==> config.mk <==
export PLATFORM = sky130hd
export DESIGN_NAME = array_linked_list_insert_top
export DESIGN_NICKNAME = d
export VERILOG_FILES = /design/src/design/alli_pkg.sv /design/src/design/alli_ctrl.sv /design/src/design/alli_dp.sv /design/src/design/array_linked_list_insert_top.sv
export SDC_FILE = /design/constraint.sdc
export NUM_CORES = 1
export LEC_CHECK = 0
export BUFFER_PORTS_ARGS = -buffer_cell sky130_fd_sc_hd__buf_2
export CORE_ASPECT_RATIO = 1.1
export CORE_UTILIZATION = 47
export DETAILED_ROUTE_END_ITERATION = 8
export GPL_ROUTABILITY_DRIVEN = 1
export GPL_TIMING_DRIVEN = 0
export PLACE_DENSITY = 0.66
export SETUP_SLACK_MARGIN = 0.1
export SLEW_MARGIN = 20
export SYNTH_ARGS = -nofsm -noshare
export SYNTH_HDL_FRONTEND = slang
export SYNTH_SLANG_ARGS = --single-unit
==> constraint.sdc <==
create_clock -name i_clk -period 12.2 [get_ports i_clk]
set_input_delay 3.66 -clock i_clk [delete_from_list [all_inputs] [get_ports i_clk]]
set_output_delay 3.66 -clock i_clk [all_outputs]
set_load 0.02 [all_outputs]
==> src/design/alli_pkg.sv <==
package alli_pkg;

    localparam int SLOTS       = 16;
    localparam int VALUE_WIDTH = 16;
    localparam int SLOT_W      = 5;
    localparam int POS_W       = 5;
    localparam int IDX_W       = $clog2(SLOTS);
    localparam int CNT_W       = $clog2(SLOTS + 1);

    typedef enum logic {
        FUNC_INSERT = 1'b0,
        FUNC_READ   = 1'b1
    } t_func;

    typedef enum logic [1:0] {
        STATUS_OK       = 2'd0,
        STATUS_OVERFLOW = 2'd1,
        STATUS_EMPTY    = 2'd2
    } t_status;

    typedef struct packed {
        logic                   func;
        logic [VALUE_WIDTH-1:0] item_value;
        logic [POS_W-1:0]       position;
    } t_in;

    typedef struct packed {
        logic [VALUE_WIDTH-1:0] node_value;
        logic [SLOT_W-1:0]      node_slot;
        logic [1:0]             status;
        logic                   last_of_run;
    } t_out;

    typedef enum logic [3:0] {
        OP_NONE,
        OP_LOAD,
        OP_OVF,
        OP_HEAD_INS,
        OP_WALK_START,
        OP_WALK_STEP,
        OP_SPLICE,
        OP_LINK_EMIT,
        OP_EMPTY,
        OP_RD_START,
        OP_RD_EMIT
    } t_dp_op;

    typedef struct packed {
        t_dp_op op;
        logic   rd_free;   // link read port addressed by free head, else by walk pointer
    } t_cmd;

    typedef struct packed {
        logic func;
        logic free_null;
        logic head_null;
        logic pos_le1;
        logic walk_go;
        logic rd_last;
        logic out_free;
    } t_dp_status;

    // slot numbers are 1-based, slot 0 is null
    function automatic logic [IDX_W-1:0] slot_idx(input logic [SLOT_W-1:0] s);
        logic [SLOT_W-1:0] d;
        d = s - SLOT_W'(1);
        return d[IDX_W-1:0];
    endfunction

endpackage

==> src/design/alli_ctrl.sv <==
module alli_ctrl (
    input  logic                  i_clk,
    input  logic                  i_rst_n,
    input  logic                  i_in_valid,
    input  alli_pkg::t_dp_status  i_status,
    output logic                  o_in_stall,
    output alli_pkg::t_cmd        o_cmd
);

    typedef enum logic [2:0] {
        ST_IDLE,
        ST_DISPATCH,
        ST_WALK,
        ST_LINK,
        ST_READ
    } t_state;

    t_state r_state;
    t_state n_state;

    assign o_in_stall = (r_state != ST_IDLE);

    always_comb begin
        n_state       = r_state;
        o_cmd.op      = alli_pkg::OP_NONE;
        o_cmd.rd_free = (r_state == ST_DISPATCH);
        unique case (r_state)
            ST_IDLE: begin
                if (i_in_valid) begin
                    o_cmd.op = alli_pkg::OP_LOAD;
                    n_state  = ST_DISPATCH;
                end
            end
            ST_DISPATCH: begin
                if (i_status.func == alli_pkg::FUNC_INSERT) begin
                    priority if (i_status.free_null) begin
                        if (i_status.out_free) begin
                            o_cmd.op = alli_pkg::OP_OVF;
                            n_state  = ST_IDLE;
                        end
                    end else if (i_status.pos_le1 || i_status.head_null) begin
                        if (i_status.out_free) begin
                            o_cmd.op = alli_pkg::OP_HEAD_INS;
                            n_state  = ST_IDLE;
                        end
                    end else begin
                        o_cmd.op = alli_pkg::OP_WALK_START;
                        n_state  = ST_WALK;
                    end
                end else begin
                    if (i_status.head_null) begin
                        if (i_status.out_free) begin
                            o_cmd.op = alli_pkg::OP_EMPTY;
                            n_state  = ST_IDLE;
                        end
                    end else begin
                        o_cmd.op = alli_pkg::OP_RD_START;
                        n_state  = ST_READ;
                    end
                end
            end
            ST_WALK: begin
                if (i_status.walk_go) begin
                    o_cmd.op = alli_pkg::OP_WALK_STEP;
                end else begin
                    o_cmd.op = alli_pkg::OP_SPLICE;
                    n_state  = ST_LINK;
                end
            end
            ST_LINK: begin
                if (i_status.out_free) begin
                    o_cmd.op = alli_pkg::OP_LINK_EMIT;
                    n_state  = ST_IDLE;
                end
            end
            ST_READ: begin
                if (i_status.out_free) begin
                    o_cmd.op = alli_pkg::OP_RD_EMIT;
                    if (i_status.rd_last) begin
                        n_state = ST_IDLE;
                    end
                end
            end
            default: begin
                n_state = ST_IDLE;
            end
        endcase
    end

    always_ff @(posedge i_clk) begin
        if (!i_rst_n) begin
            r_state <= ST_IDLE;
        end else begin
            r_state <= n_state;
        end
    end

endmodule

==> src/design/alli_dp.sv <==
module alli_dp (
    input  logic                  i_clk,
    input  logic                  i_rst_n,
    input  alli_pkg::t_cmd        i_cmd,
    input  alli_pkg::t_in         i_in_data,
    input  logic                  i_out_stall,
    output alli_pkg::t_dp_status  o_status,
    output logic                  o_out_valid,
    output alli_pkg::t_out        o_out_data
);

    alli_pkg::t_in                     r_in;
    logic [alli_pkg::SLOT_W-1:0]       r_head;
    logic [alli_pkg::SLOT_W-1:0]       r_free;
    logic [alli_pkg::SLOT_W-1:0]       r_ptr;
    logic [alli_pkg::SLOT_W-1:0]       r_slot;
    logic [alli_pkg::POS_W-1:0]        r_k;
    logic [alli_pkg::CNT_W-1:0]        r_cnt;
    logic [alli_pkg::SLOT_W-1:0]       r_link  [alli_pkg::SLOTS];
    logic [alli_pkg::VALUE_WIDTH-1:0]  r_value [alli_pkg::SLOTS];
    logic                              r_out_valid;
    logic                              n_out_valid;
    alli_pkg::t_out                    r_out;

    logic [alli_pkg::SLOT_W-1:0]       w_rd_addr;
    logic [alli_pkg::SLOT_W-1:0]       w_link_rd;
    logic                              w_out_free;
    logic                              w_rd_last;

    // single link read port: free head while dispatching, walk pointer otherwise
    assign w_rd_addr  = i_cmd.rd_free ? r_free : r_ptr;
    assign w_link_rd  = r_link[alli_pkg::slot_idx(w_rd_addr)];
    assign w_out_free = !r_out_valid || !i_out_stall;
    assign w_rd_last  = (w_link_rd == '0) ||
                        (r_cnt == alli_pkg::CNT_W'(alli_pkg::SLOTS - 1));

    always_comb begin
        o_status.func      = r_in.func;
        o_status.free_null = (r_free == '0);
        o_status.head_null = (r_head == '0);
        o_status.pos_le1   = (r_in.position <= alli_pkg::POS_W'(1));
        o_status.walk_go   = (r_k > alli_pkg::POS_W'(2)) && (w_link_rd != '0) &&
                             (r_cnt < alli_pkg::CNT_W'(alli_pkg::SLOTS));
        o_status.rd_last   = w_rd_last;
        o_status.out_free  = w_out_free;
    end

    // output beat is loaded by any emitting op, otherwise it drops once taken
    always_comb begin
        unique case (i_cmd.op)
            alli_pkg::OP_OVF, alli_pkg::OP_EMPTY, alli_pkg::OP_HEAD_INS,
            alli_pkg::OP_LINK_EMIT, alli_pkg::OP_RD_EMIT: begin
                n_out_valid = 1'b1;
            end
            default: begin
                n_out_valid = r_out_valid && i_out_stall;
            end
        endcase
    end

    // list pointers, link store and output valid register
    always_ff @(posedge i_clk) begin
        if (!i_rst_n) begin
            r_head      <= '0;
            r_free      <= alli_pkg::SLOT_W'(1);
            r_out_valid <= 1'b0;
            for (int i = 0; i < alli_pkg::SLOTS; i++) begin
                r_link[i] <= (i < alli_pkg::SLOTS - 1) ? alli_pkg::SLOT_W'(i + 2) : '0;
            end
        end else begin
            r_out_valid <= n_out_valid;
            unique case (i_cmd.op)
                alli_pkg::OP_LINK_EMIT: begin
                    r_link[alli_pkg::slot_idx(r_ptr)] <= r_slot;
                end
                alli_pkg::OP_HEAD_INS: begin
                    r_free      <= w_link_rd;
                    r_head      <= r_free;
                    r_link[alli_pkg::slot_idx(r_free)] <= r_head;
                end
                alli_pkg::OP_WALK_START: begin
                    r_free <= w_link_rd;
                end
                alli_pkg::OP_SPLICE: begin
                    r_link[alli_pkg::slot_idx(r_slot)] <= w_link_rd;
                end
                default: begin
                end
            endcase
        end
    end

    // value store, work registers and output beat data, no reset
    always_ff @(posedge i_clk) begin
        unique case (i_cmd.op)
            alli_pkg::OP_LOAD: begin
                r_in <= i_in_data;
            end
            alli_pkg::OP_OVF: begin
                r_out.node_value  <= r_in.item_value;
                r_out.node_slot   <= '0;
                r_out.status      <= alli_pkg::STATUS_OVERFLOW;
                r_out.last_of_run <= 1'b1;
            end
            alli_pkg::OP_HEAD_INS: begin
                r_value[alli_pkg::slot_idx(r_free)] <= r_in.item_value;
                r_out.node_value  <= r_in.item_value;
                r_out.node_slot   <= r_free;
                r_out.status      <= alli_pkg::STATUS_OK;
                r_out.last_of_run <= 1'b1;
            end
            alli_pkg::OP_WALK_START: begin
                r_value[alli_pkg::slot_idx(r_free)] <= r_in.item_value;
                r_slot <= r_free;
                r_ptr  <= r_head;
                r_k    <= r_in.position;
                r_cnt  <= '0;
            end
            alli_pkg::OP_WALK_STEP: begin
                r_ptr <= w_link_rd;
                r_k   <= r_k - alli_pkg::POS_W'(1);
                r_cnt <= r_cnt + alli_pkg::CNT_W'(1);
            end
            alli_pkg::OP_LINK_EMIT: begin
                r_out.node_value  <= r_in.item_value;
                r_out.node_slot   <= r_slot;
                r_out.status      <= alli_pkg::STATUS_OK;
                r_out.last_of_run <= 1'b1;
            end
            alli_pkg::OP_EMPTY: begin
                r_out.node_value  <= '0;
                r_out.node_slot   <= '0;
                r_out.status      <= alli_pkg::STATUS_EMPTY;
                r_out.last_of_run <= 1'b1;
            end
            alli_pkg::OP_RD_START: begin
                r_ptr <= r_head;
                r_cnt <= '0;
            end
            alli_pkg::OP_RD_EMIT: begin
                r_out.node_value  <= r_value[alli_pkg::slot_idx(r_ptr)];
                r_out.node_slot   <= r_ptr;
                r_out.status      <= alli_pkg::STATUS_OK;
                r_out.last_of_run <= w_rd_last;
                r_ptr <= w_link_rd;
                r_cnt <= r_cnt + alli_pkg::CNT_W'(1);
            end
            default: begin
            end
        endcase
    end

    assign o_out_valid = r_out_valid;
    assign o_out_data  = r_out;

endmodule

==> src/design/array_linked_list_insert_top.sv <==
// Insert: accept, dispatch, then one link walked per cycle (at most SLOTS-2), then splice and
//   link; head insert or overflow loads its output beat from the dispatch state.
// Read out: accept, dispatch, then one beat per list node (up to SLOTS) each cycle that the
//   output is free. One item at a time: the input stays stalled until the item's last
//   output beat is loaded, and so also while the output is stalled.
// Synchronous active-low reset: empty list, free chain 1..SLOTS, no output beat pending.
module array_linked_list_insert_top (
    input  logic            i_clk,
    input  logic            i_rst_n,
    input  logic            i_in_valid,
    output logic            o_in_stall,
    input  alli_pkg::t_in   i_in_data,
    output logic            o_out_valid,
    input  logic            i_out_stall,
    output alli_pkg::t_out  o_out_data
);

    alli_pkg::t_cmd        w_cmd;
    alli_pkg::t_dp_status  w_status;

    alli_ctrl u_ctrl (
        .i_clk      (i_clk),
        .i_rst_n    (i_rst_n),
        .i_in_valid (i_in_valid),
        .i_status   (w_status),
        .o_in_stall (o_in_stall),
        .o_cmd      (w_cmd)
    );

    alli_dp u_dp (
        .i_clk       (i_clk),
        .i_rst_n     (i_rst_n),
        .i_cmd       (w_cmd),
        .i_in_data   (i_in_data),
        .i_out_stall (i_out_stall),
        .o_status    (w_status),
        .o_out_valid (o_out_valid),
        .o_out_data  (o_out_data)
    );

endmodule

Word level (Yosys, flattened, before mapping)
Memory sizes are Yosys's and may differ from the RTL's.
Cells that the tools add are included.
{ "totals": {"mem_bits_rw": 336, "mem_bits_ro": 0, "reg_bits": 80, "latch_bits": 0, "output_inout_bits": 26, "memories": 2} }
{ "op_classes": {"n_shift": 0, "n_div": 0, "n_mux": 51, "multipliers": 0, "n_reduce_logical": 25, "eq_ne": 19, "order_cmp": 3, "bitwise": 1, "addsub": 6} }
{ "mem_list": {"columns": ["name", "words", "word_bits", "rd", "rd_clocked_by_memory_dff", "write_ports", "line", "rtl"], "rows": [
  ["u_dp.r_value", 16, 16, 1, 0, 1, "alli_dp.sv:20", "logic [alli_pkg::VALUE_WIDTH-1:0] r_value [alli_pkg::SLOTS];"],
  ["u_dp.r_link", 16, 5, 1, 0, 16, "alli_dp.sv:19", "logic [alli_pkg::SLOT_W-1:0] r_link [alli_pkg::SLOTS];"]
]} }
{ "op_table": {"columns": ["operator", "count"], "rows": [
  ["$pmux 24 s5", 1],
  ["$mux 4", 9],
  ["$mux 3", 11],
  ["$pmux 5 s2", 3],
  ["$pmux 4 s5", 1],
  ["$reduce_or 5->1", 4],
  ["$mux 1", 18],
  ["$eq 4x3->1 const B", 4],
  ["$mux 16", 1],
  ["$sub 4x1->4 const B", 4],
  ["$logic_not 5->1", 3],
  ["$mux 5", 3],
  ["$pmux 3 s5", 1],
  ["$eq 4x4->1 const B", 3],
  ["$reduce_bool 5->1", 2],
  ["$eq 4x2->1 const B", 2],
  ["$eq 3x2->1 const B", 2],
  ["$mux 2", 3],
  ["$reduce_or 2->1", 3],
  ["$add 5x1->5 const B", 1],
  ["$eq 5x4->1 const B", 1],
  ["$gt 5x2->1 const B", 1],
  ["$le 5x1->1 const B", 1],
  ["$lt 5x5->1 const B", 1],
  ["other kinds (14)", 22]
]} }

Depth between registers and ports, before layout
Gate-level depths: netlist of run 1.
An unclocked memory read counts as a cell.
{ "logic_depth": {"word_depth": 17, "mapped_depth": 17} }

Modules after synthesis
From an unflattened synthesis of run 1, not the netlist that was laid out.
{ "unflattened": {"hier_cells": 1066, "hier_area_um2": 17301.6} }
{ "by_module_without_submodules": {"columns": ["module", "seq_area_each_um2", "n_inst", "cells_per_inst", "area_each_um2"], "rows": [
  ["alli_dp", 12291.8, 1, 1021, 16968.8],
  ["alli_ctrl", 60.1, 1, 45, 332.8]
]} }

Worst setup path before layout of run 1
Ideal clock, no wire load.
{ "synth_path": {"path_kind": "input -> register", "from": "in i_in_valid", "to": "mem u_dp.r_value[10][0] in the netlist's numbering (enable)", "cell_stages": 9, "path_slack_ns": 5.018, "t_required_ns": 11.791, "arrival_ns": 6.773, "cell_sequence": "and2_1 > a211o_1 > and3_1 > clkbuf_1 > and2_1 > buf_2 > nor2_1 > clkbuf_1 > nor3_1"} }
{ "synth_via": {"elab_chain_cells": 6, "elab_cells_between_ends": 9, "cone_classes": "2 x eq/ne; 6 x mux; 1 x bitwise"} }
{ "synth_lines": {"columns": ["item", "line", "rtl"], "rows": [
  ["from (decl)", "array_linked_list_insert_top.sv:10", "input logic i_in_valid,"],
  ["$mux 1 (*)", "alli_ctrl.sv:29", "if (i_in_valid) begin"],
  ["$pmux 4 s5 (*)", "alli_ctrl.sv:27", "unique case (r_state)"],
  ["$eq 4x2->1 / $eq 4x3->1 (equally long branches)", "alli_dp.sv:95", "unique case (i_cmd.op)"],
  ["$mux 1", "alli_dp.sv:95", null],
  ["$mux 1 (on tied branches)", "alli_dp.sv:106, alli_dp.sv:113", null],
  ["$or 1x1->1 (no source line) (*)", null, null],
  ["to (decl)", "alli_dp.sv:20", null]
]} }
Every way passes the cells marked *; elsewhere a longest branch is shown, timed or not.

Final worst setup path of run 1
{ "layout_path": {"from": "in i_out_stall", "to": "mem u_dp.r_value[15][7] in the netlist's numbering (enable)"} }
{ "layout_via": {"elab_chain_cells": 11, "elab_cells_between_ends": 19, "cone_classes": "2 x eq/ne; 14 x mux; 1 x bitwise; 2 x reduce/logical"} }
{ "layout_lines": {"columns": ["item", "line", "rtl"], "rows": [
  ["from (decl)", "array_linked_list_insert_top.sv:14", "input logic i_out_stall,"],
  ["$logic_not 1->1 (*)", "alli_dp.sv:33", "assign w_out_free = !r_out_valid || !i_out_stall;"],
  ["$logic_or 1x1->1 (*)", "alli_dp.sv:33", null],
  ["$mux 2", "alli_ctrl.sv:42", "if (i_status.out_free) begin"],
  ["$mux 3", "alli_ctrl.sv:41", "end else if (i_status.pos_le1 || i_status.head_null) begin"],
  ["$mux 4", "alli_ctrl.sv:36", "priority if (i_status.free_null) begin"],
  ["$mux 4", "alli_ctrl.sv:35", "if (i_status.func == alli_pkg::FUNC_INSERT) begin"],
  ["$pmux 4 s5 (*)", "alli_ctrl.sv:27", null],
  ["$eq 4x2->1 / $eq 4x3->1 (equally long branches)", "alli_dp.sv:95", null],
  ["$mux 1", "alli_dp.sv:95", null],
  ["$mux 1 (on tied branches)", "alli_dp.sv:106, alli_dp.sv:113", null],
  ["$or 1x1->1 (no source line) (*)", null, null]
]} }
Marked as above.

==> results.sh, run 1 <==
export IMPL_status="completed"
export IMPL_clockBufferDepth=3
export IMPL_design_area_mm2=0.0211
export IMPL_max_freq_mhz=140
export IMPL_drc_errors=0
export IMPL_placed_area_mm2=0.0196
export IMPL_numClockSinks=416
export IMPL_dieArea_mm2=0.0397
export IMPL_yosysSeqAreaShare_pct=67.5
export IMPL_met2WireLength_um=22900
export IMPL_synth_warnings=0
export IMPL_tns_ns=0
export IMPL_setup_viol=0
export IMPL_required_ns=12.50
export IMPL_power_switching_uw=967
export IMPL_clkPwrFrac_pct=37.1
export IMPL_root_buffer="clkbuf_16"
export IMPL_netlist_cell_type_count=83
export IMPL_drt_initial_drc_count=1447
export IMPL_met3_length_um=4630
export IMPL_intPower_mw=2.61
export IMPL_clkTransAtPathRegs_ns=0.06
export IMPL_path_class="input port to flip-flop"
export IMPL_cts_setup_buffers=0
export IMPL_first_pass_iters=7
export IMPL_wl_um=48600
export IMPL_arrival_ns=7.44
export IMPL_num_rows=75
export IMPL_combPwrFrac_pct=16.5
export IMPL_die_w_um=190
export IMPL_top_layer="met4"
export IMPL_cts_buffers=42
export IMPL_ir_worst_vdd_mv=0.115
export IMPL_power_frac_seq_pct=46.5
export IMPL_grt_setup_unrepaired="no"
export IMPL_hold_buffers=0
export IMPL_place_gp_congestion=0.970
export IMPL_track_usage_pct=25.1
export IMPL_areaGrowthSynthToFinish_pct=15.1
export IMPL_initial_core_util_pct=47.8
export IMPL_antenna_found_initial=1
export IMPL_cts_resized=0
export IMPL_port_buffer_count=51
export IMPL_core_area_mm2=0.0383
export IMPL_grt_pass1_wl_um=72000
export IMPL_wl_met1_um=19800
export IMPL_worstMarginPinSlew_ns=1.15
export IMPL_swShare_pct=27.1
export IMPL_dpl_hpwl_um=33900
export IMPL_grt_max_degree=25
export IMPL_syn_cell_area_mm2=0.0183
export IMPL_synthArstFlopShare_pct=0
export IMPL_maxCapViolations=0
export IMPL_wire_per_inst_um=26.9
export IMPL_layout_drive_gt1_share_pct=23.7
export IMPL_hold_path_class="flip-flop to flip-flop"
export IMPL_overflow=0
export IMPL_ys_flop_type="edfxtp_1"
export IMPL_synth_edf_count=402
export IMPL_cp_start_kind="input port"
export IMPL_die_h_um=209
export IMPL_drtAntennaViolNets=0
export IMPL_post_route_period_util_pct=58.5
export IMPL_num_vias=11300
export IMPL_power_leakage_nw=6.86
export IMPL_cts_tree="built"
export IMPL_ios=52
export IMPL_final_nets=1310
export IMPL_avgSynthCellArea_um2=16.0
export IMPL_first_global_vias=11100
export IMPL_path_max_fanout=10
export IMPL_period_needed_ns=7.14
export IMPL_postSynthCellCount=1146
export IMPL_synth_seq_cells=416
export IMPL_finalHoldViolations=0
export IMPL_clk_latency_ns=0.59
export IMPL_slew_headroom_pct=21.4
export IMPL_slew_viol_final=0
export IMPL_viasPerCell=6.25
export IMPL_finClkSkew_ns=0.0307
export IMPL_fillCellCount=3040
export IMPL_end_kind="flip-flop"
export IMPL_htreeDepth=2
export IMPL_power_density_mw_per_mm2=170
export IMPL_syn_nets=1183
-- synth_stat cells (10+ instances only) --
library cell,number,area [um2]
nand2b_1,13,81.3
a22o_1,17,149
dfxtp_1,14,280
ha_1,11,138
buf_1,11,41.3
o22ai_1,13,81.3
edfxtp_1,402,12100
and2_1,14,87.6
a211oi_1,10,75.1
nand3_1,39,195
mux2i_1,28,280
buf_2,13,65.1
o211ai_1,16,120
o21ai_0,42,210
mux4_2,86,1940
inv_1,26,97.6
nand2_1,48,180
o21a_1,11,82.6
nor2_1,51,191
clkbuf_1,44,165
nor3_1,62,310
a21oi_1,17,85.1
-- cell families after synthesis --
family,after synthesis,synth area share (%)
DFF,416,67.5
and+or+nand+nor,277,7.83
AOI/OAI and AO/OA,209,8.47
muxes,122,12.6
buffers and inverters,101,2.36
adders and majority gates,11,0.752
xor gates and xnor gates,10,0.478
-- worst paths after layout --
kind                   from                   to  slack [ns]  cells after the start
max reg2reg  u_dp.r_free[1]   u_dp.r_link[10][2]        5.59                     14
min reg2reg  u_dp.r_head[2]       u_dp.r_head[2]        0.54                      2
min          u_dp.r_head[2]       u_dp.r_head[2]        0.54                      2
max             i_out_stall  u_dp.r_value[15][7]        5.06                     14
-- worst max-delay path, cell delays in order --
cell	delay [ns]
buf_2	0.10
nand2_1	0.16
nand2_1	0.10
nor2_1	0.37
a211o_1	0.35
and3_1	0.20
clkbuf_1	0.33
and2_1	0.19
buf_2	0.23
nor2_1	0.21
clkbuf_1	0.39
nor3_2	0.70
buf_6	0.23
buf_4	0.19
-- placed cells by master (no fill, tap or decap), drive strengths merged, types with 5 or more instances in the layout --
| cell type | n |
|---|---|
| edfxtp | 402 |
| buf | 111 |
| clkbuf | 98 |
| mux4 | 86 |
| nor3 | 64 |
| nor2 | 51 |
| nand2 | 49 |
| o21ai | 45 |
| nand3 | 39 |
| mux2i | 28 |
| inv | 27 |
| clkinv | 21 |
| a21oi | 19 |
| a22o | 17 |
| o211ai | 16 |
| and2 | 15 |
| dfxtp | 14 |
| o22ai | 14 |
| nand2b | 13 |
| o21a | 11 |
| ha | 11 |
| a211oi | 10 |
| mux2 | 8 |
| nor2b | 7 |
| or4 | 7 |
| and3 | 6 |
| a21o | 6 |
| o22a | 6 |
| xor2 | 6 |
| a22oi | 5 |
| nand4 | 5 |
| bufinv | 5 |
| o31ai | 5 |
-- area by class of cell --
class	instances	area (um2)	share of cell area (%)
diodes	1	2.50	0.0119
plain buffers	74	337	1.60
clock buffers	52	1120	5.32
clock inverters	26	320	1.52
inverters	27	101	0.481
multi-input cells	629	5620	26.7
flip-flops and latches	416	12400	58.6
well taps	500	626	2.97
repair buffers	83	583	2.77
-- per-stage QoR --
| stage | total power [mW] | util, % | hold slack [ns] | setup WS (ns) | instances |
|---|---|---|---|---|---|
| after floorplan | 2.06 | - | 0.463 | 5.02 | 1146 |
| after detailed placement | 2.27 | 51.1 | 0.521 | 4.58 | 1728 |
| after global routing | 3.68 | 55.0 | 0.539 | 4.91 | 1807 |
| after global placement | 2.25 | 50.1 | 0.513 | 2.46 | 1697 |
| final | 3.57 | 55.0 | 0.541 | 5.06 | 1808 |
| after CTS | 3.58 | 54.9 | 0.525 | 5.17 | 1806 |
-- registers in the layout, summed over array words and instances (netlist names) --
signal	cells
u_dp.r_ptr	5
u_ctrl.r_state	3
u_dp.r_free	5
u_dp.o_out_data	24
u_dp.r_cnt	5
u_dp.r_k	5
u_dp.r_in	21
u_dp.r_slot	5
u_dp.r_link	80
u_dp.r_value	256
u_dp.r_head	5
u_dp.o_out_valid	1
u_dp.o_status	1
-- layer usage --
metal,track usage (%),vias up
li1,-,4895
met1,35.0,5705
met2,39.8,612
met3,5.09,94
met4,7.42,0
met5,0,-
-- power by group through the flow --
stage          Sequential [mW]  Combinational [mW]  Clock, mW
2_1_floorplan             1.69               0.370          0
3_3_place_gp              1.69               0.559          0
3_5_place_dp              1.69               0.575          0
4_1_cts                   1.66               0.579       1.34
5_1_grt                   1.67               0.620       1.40
6_report                  1.66               0.589       1.32
(Power assumes the default switching activity.)
==> run 2, diff against run 1 <==
Settings changed: ABC_AREA set to 1.
Clock period 12.2 ns to 6.8 ns, I/O delays scaled along.
==> results.sh, run 2 <==
export IMPL_finClkSkew_ns=0.0246
export IMPL_slew_headroom_pct=27.3
export IMPL_grt_pass1_wl_um=71500
export IMPL_final_nets=1729
export IMPL_power_leakage_nw=7.45
export IMPL_drc_errors=0
export IMPL_min_to="u_dp.r_head[4]"
export IMPL_ir_worst_vdd_mv=0.238
export IMPL_slew_viol_final=0
export IMPL_cts_resized=0
export IMPL_placed_area_mm2=0.0193
export IMPL_cts_setup_buffers=0
export IMPL_first_pass_iters=7
export IMPL_yosys_top_cells_count="461 x nand2_1, 402 x edfxtp_1, 141 x a21oi_1, 80 x nand3_1, 72 x nor2_1"
export IMPL_drtAntennaViolNets=0
export IMPL_cp_start_kind="flip-flop"
export IMPL_yosys_top_cells_area="edfxtp_1 66%, nand2_1 9.5%, a21oi_1 3.9%, nand3_1 2.2%, dfxtp_1 1.5%"
export IMPL_ys_flop_type="edfxtp_1"
export IMPL_design_area_mm2=0.0207
export IMPL_hp_start="u_dp.r_head[4]"
export IMPL_hold_path_class="flip-flop to flip-flop"
export IMPL_viasPerCell=5.64
export IMPL_netlist_cell_type_count=49
export IMPL_num_vias=12600
export IMPL_cts_buffers=43
export IMPL_htreeDepth=2
export IMPL_core_area_mm2=0.0383
export IMPL_clockBufferDepth=3
export IMPL_postSynthCellCount=1587
export IMPL_place_gp_congestion=1.04
export IMPL_overflow=0
export IMPL_dieArea_mm2=0.0397
export IMPL_grt_setup_unrepaired="no"
export IMPL_end_kind="flip-flop"
export IMPL_initial_core_util_pct=47.8
export IMPL_wire_per_inst_um=21.3
export IMPL_period_needed_ns=5.07
export IMPL_ios=52
export IMPL_clkTransAtPathRegs_ns=0.06
export IMPL_regMostFlops="u_dp.r_value"
export IMPL_required_ns=7.06
export IMPL_swShare_pct=31.4
export IMPL_die_h_um=209
export IMPL_clk_latency_ns=0.56
export IMPL_port_buffer_count=51
export IMPL_max_freq_mhz=197
export IMPL_finalHoldViolations=0
export IMPL_r2r_end="u_dp.o_out_data[16]"
export IMPL_intPower_mw=4.74
export IMPL_layout_common_cells="461 x nand2_1, 402 x edfxtp_1, 141 x a21oi_1, 79 x nand3_1, 58 x inv_1"
export IMPL_post_route_period_util_pct=74.6
export IMPL_combPwrFrac_pct=21.9
export IMPL_path_max_fanout=10
export IMPL_cts_tree="built"
export IMPL_areaGrowthSynthToFinish_pct=13.4
export IMPL_yosysTopAreaCellShare_pct=66.0
export IMPL_num_rows=75
export IMPL_power_density_mw_per_mm2=333
export IMPL_synth_warnings=0
export IMPL_layout_commonest_cell="nand2_1"
export IMPL_root_buffer="clkbuf_16"
export IMPL_clkPwrFrac_pct=33.6
export IMPL_setup_viol=0
export IMPL_die_w_um=190
export IMPL_synth_edf_count=402
export IMPL_status="completed"
export IMPL_wl_um=47300
export IMPL_yosysTopAreaCell="edfxtp_1"
export IMPL_timing_hold_ws_ns=0.482
export IMPL_syn_cell_area_mm2=0.0183
export IMPL_synth_seq_cells=416
export IMPL_n_antenna_cell=0
export IMPL_power_frac_seq_pct=44.5
export IMPL_track_usage_pct=24.1
export IMPL_avgSynthCellArea_um2=11.5
export IMPL_yosysSeqAreaShare_pct=67.5
export IMPL_grt_max_degree=26
export IMPL_rrSetupSlack_ns=1.73
export IMPL_arrival_ns=5.33
export IMPL_hold_buffers=0
export IMPL_syn_nets=1624
export IMPL_tns_ns=0
export IMPL_synthArstFlopShare_pct=0
export IMPL_largest_reg_flops=256
export IMPL_numClockSinks=416
export IMPL_worstMarginPinSlew_ns=1.09
export IMPL_drt_initial_drc_count=1343
export IMPL_dpl_hpwl_um=33200
export IMPL_r2r_start="u_dp.r_ptr[0]"
export IMPL_antenna_found_initial=0
export IMPL_synth_most_common_cell="nand2_1"
export IMPL_maxCapViolations=0
export IMPL_layout_drive_gt1_share_pct=15.3
export IMPL_hold_depth=2
export IMPL_path_class="flip-flop to flip-flop"
export IMPL_power_switching_mw=2.17
export IMPL_fillCellCount=3292
export IMPL_first_global_vias=12000
export IMPL_ff2ff_path_depth=12
run 2: cell count changes in the layout (fill, tap and decap cells not counted), moves of 18 or more:
cell / before / now
a21oi_1: 17 / 141
a221oi_1: 4 / 30
a22oi_1: 5 / 32
inv_1: 26 / 58
mux2i_1: 28 / 0
mux4_2: 86 / 0
nand2_1: 47 / 461
nand3_1: 39 / 79
nor2_2: 1 / 19
nor3_1: 48 / 20
run 2: layout make-up:
| type | count | area [um2] | share of cell area, % |
|---|---|---|---|
| well taps | 500 | 626 | 3.01 |
| inverters | 67 | 251 | 1.21 |
| multi-input cells | 1017 | 5280 | 25.4 |
| repair buffers | 60 | 368 | 1.77 |
| clock buffers | 50 | 1140 | 5.51 |
| plain buffers | 87 | 475 | 2.29 |
| flip-flops and latches | 416 | 12400 | 59.5 |
| clock inverters | 27 | 258 | 1.24 |
run 2: kinds of logic after synthesis:
| kind of cell | share of synthesized area, % |
|---|---|
| AO/OA/AOI/OAI | 9.39 |
| XOR/XNOR | 0.431 |
| adder cells (fa/ha/maj) | 0.752 |
| buffers and inverters | 3.97 |
| flip-flops | 67.5 |
| AND/OR/NAND/NOR | 18.0 |
run 2: how the worst max path moves through the flow:
stage	end	cells after the start	slack, ns	startpoint
after global routing	u_dp.r_link[0][4]	13	1.53	u_dp.r_ptr[0]
after global placement	u_dp.r_value[7][11]	10	0.05	i_in_valid
after CTS	u_dp.o_out_data[16]	12	1.75	u_dp.r_ptr[0]
after floorplan	u_dp.r_value[0][0]	9	1.64	i_in_valid
final	u_dp.o_out_data[16]	12	1.73	u_dp.r_ptr[0]
after detailed placement	u_dp.r_value[10][12]	14	1.45	i_out_stall
run 2: metrics by stage:
step	power, mW	setup WS, ns	util (%)	std cells
6_report	6.91	1.73	54.2	2224
5_1_grt	7.17	1.53	54.2	2224
4_1_cts	6.92	1.75	54.2	2224
3_5_place_dp	4.61	1.45	50.5	2147
3_3_place_gp	4.58	0.0470	50.1	2138
2_1_floorplan	4.07	1.64	-	1587
run 2: routing by layer:
layer	GRT usage, %	wire, um
met5	0	0
met4	8.61	1550
met3	3.73	3850
met2	39.5	22900
met1	32.6	19000
run 2: critical path, cell delays in order, from the launching register on:
cell	delay (ns)
edfxtp_1	0.38
clkbuf_1	0.22
inv_2	0.17
clkbuf_1	0.46
buf_1	0.52
ha_1	0.33
clkbuf_1	0.27
clkinv_1	0.25
clkbuf_1	0.60
clkbuf_1	0.44
nand3_1	0.20
a221oi_1	0.73
o31ai_1	0.19
run 2: power by group through the flow:
stage                     Sequential [mW]  Clock [mW]  Combinational (mW)
final                                3.08        2.32                1.51
after global placement               3.12           0                1.46
after floorplan                      3.12           0               0.952
after detailed placement             3.13           0                1.48
after CTS                            3.08        2.35                1.49
after global routing                 3.09        2.45                1.63
==> run 3, diff against run 2 <==
Clock period 6.8 ns to 4.8 ns, I/O delays scaled along.
==> results.sh, run 3 (same netlist as run 2, synthesis figures left out) <==
export IMPL_end_kind="flip-flop"
export IMPL_viasPerCell=5.65
export IMPL_core_area_mm2=0.0383
export IMPL_port_buffer_count=51
export IMPL_ff2ff_path_depth=13
export IMPL_numClockSinks=416
export IMPL_place_gp_congestion=1.04
export IMPL_slew_headroom_pct=28.4
export IMPL_r2r_end="u_dp.o_out_data[19]"
export IMPL_n_antenna_cell=0
export IMPL_crit_family="buffers and inverters"
export IMPL_antenna_found_initial=0
export IMPL_max_freq_mhz=220
export IMPL_die_h_um=209
export IMPL_grt_pass1_wl_um=71600
export IMPL_clk_latency_ns=0.55
export IMPL_wl_um=47600
export IMPL_period_needed_ns=4.55
export IMPL_initial_core_util_pct=47.8
export IMPL_path_class="flip-flop to flip-flop"
export IMPL_overflow=0
export IMPL_die_w_um=190
export IMPL_worstMarginPinSlew_ns=1.07
export IMPL_r2r_start="u_dp.r_ptr[0]"
export IMPL_setup_viol=0
export IMPL_timing_hold_ws_ns=0.486
export IMPL_first_global_vias=12000
export IMPL_layout_drive_gt1_share_pct=15.9
export IMPL_ir_worst_vdd_mv=0.336
export IMPL_cpMostUsedCell="clkbuf_1"
export IMPL_required_ns=5.06
export IMPL_num_vias=12600
export IMPL_hp_start="u_dp.r_head[4]"
export IMPL_track_usage_pct=24.1
export IMPL_path_max_fanout=10
export IMPL_status="completed"
export IMPL_wire_per_inst_um=21.4
export IMPL_power_leakage_nw=7.49
export IMPL_cts_tree="built"
export IMPL_hold_path_class="flip-flop to flip-flop"
export IMPL_max_stage_delay_ns=0.63
export IMPL_dieArea_mm2=0.0397
export IMPL_hold_buffers=0
export IMPL_crit_cells=13
export IMPL_p_total_mw=9.83
export IMPL_slowest_stage="a221oi_1"
export IMPL_first_pass_iters=7
export IMPL_layout_commonest_cell="nand2_1"
export IMPL_post_route_period_util_pct=94.8
export IMPL_clkTransAtPathRegs_ns=0.06
export IMPL_finClkSkew_ns=0.0188
export IMPL_layout_common_cells="461 x nand2_1, 402 x edfxtp_1, 141 x a21oi_1, 79 x nand3_1, 58 x inv_1"
export IMPL_path_cells="clkbuf_1 -> inv_2 -> clkbuf_2 -> buf_2 -> ha_1 -> clkbuf_1 -> clkinv_1 -> clkbuf_2 -> clkbuf_1 -> a21oi_1 -> a21oi_1 -> a221oi_1 -> o31ai_1"
export IMPL_final_nets=1732
export IMPL_regMostFlops="u_dp.r_value"
export IMPL_htreeDepth=2
export IMPL_ios=52
export IMPL_dpl_hpwl_um=33200
export IMPL_areaGrowthSynthToFinish_pct=14.1
export IMPL_finalHoldViolations=0
export IMPL_hold_depth=2
export IMPL_critPathBufInv=8
export IMPL_arrival_ns=4.81
export IMPL_clockBufferDepth=3
export IMPL_power_density_mw_per_mm2=471
export IMPL_drt_initial_drc_count=1443
export IMPL_grt_max_degree=26
export IMPL_min_to="u_dp.r_head[4]"
export IMPL_drc_errors=0
export IMPL_rrSetupSlack_ns=0.25
export IMPL_slew_viol_final=0
export IMPL_root_buffer="clkbuf_16"
export IMPL_cts_buffers=43
export IMPL_num_rows=75
export IMPL_drtAntennaViolNets=0
export IMPL_grt_setup_unrepaired="no"
export IMPL_cp_start_kind="flip-flop"
export IMPL_largest_reg_flops=256
export IMPL_maxCapViolations=0
## run 3: changes by cell type in the layout (fill, tap and decap cells not counted), moves of 3 or more
cell | previous run | this run
o21ai_1 | 11 | 14
buf_4 | 9 | 12
a221oi_1 | 30 | 27
clkbuf_1 | 56 | 53
nor2_4 | 6 | 21
clkbuf_2 | 0 | 3
nor2_2 | 19 | 5
a221oi_2 | 0 | 3
o21ai_0 | 30 | 26
## run 3: timing repair
| item | 4_1_cts | 5_1_grt |
|---|---|---|
| gates resized for setup | 8 | 23 |
| buffers inserted | 0 | 3 |
| gates cloned | 0 | 0 |
| pin swaps | 0 | 1 |
| endpoints found under the setup margin | 185 | 285 |
## run 3: how the worst max path moves through the flow
| stage | from | to | slack [ns] |
|---|---|---|---|
| global route | u_dp.r_ptr[0] | u_dp.r_value[5][11] | 0.11 |
| CTS | u_dp.r_ptr[0] | u_dp.r_value[11][15] | -0.04 |
| finish | u_dp.r_ptr[0] | u_dp.o_out_data[19] | 0.25 |
| detailed placement | u_dp.r_ptr[0] | u_dp.o_out_data[16] | -0.21 |
| global placement | i_in_valid | u_dp.r_value[7][11] | -1.35 |
| floorplan | i_in_valid | u_dp.r_value[0][0] | 0.24 |
## run 3: metal layers
metal	GRT usage [%]	vias up	wire length (um)
met5	0	-	0
met4	8.44	0	1510
met3	3.71	79	3880
met2	39.6	617	23100
met1	32.6	6020	19100
li1	-	5874	-
## run 3: tightest hold or removal path, cell delays in order (launching register included)
cell and delay (ns):
dfxtp_1 0.32, nand2_1 0.06, a21oi_1 0.06
## run 3: final cells by class
cell class	instances	area, um2
multi-input combinational	1017	5380
sequential	416	12400
buffer	87	480
inverter	67	251
fill	3263	17400
timing repair buffer	63	390
clock inverter	27	258
tap	500	626
clock buffer	50	1140
## run 3: power by group
part           leakage (nW)  internal, mW  switching [mW]
clock network         0.692          1.93            1.37
logic                  3.06         0.599            1.58
registers              3.74          4.20           0.154
## run 3: stage by stage
stage	util, %	cell area [um2]	setup slack [ns]	instances	setup TNS (ns)
final	54.5	20900	0.248	2227	0
after global routing	54.5	20900	0.106	2227	0
after CTS	54.3	20800	-0.0389	2224	-0.996
after detailed placement	50.5	19300	-0.213	2147	-2.55
after global placement	50.1	19200	-1.35	2138	-384.25
after floorplan	-	18300	0.240	1587	0
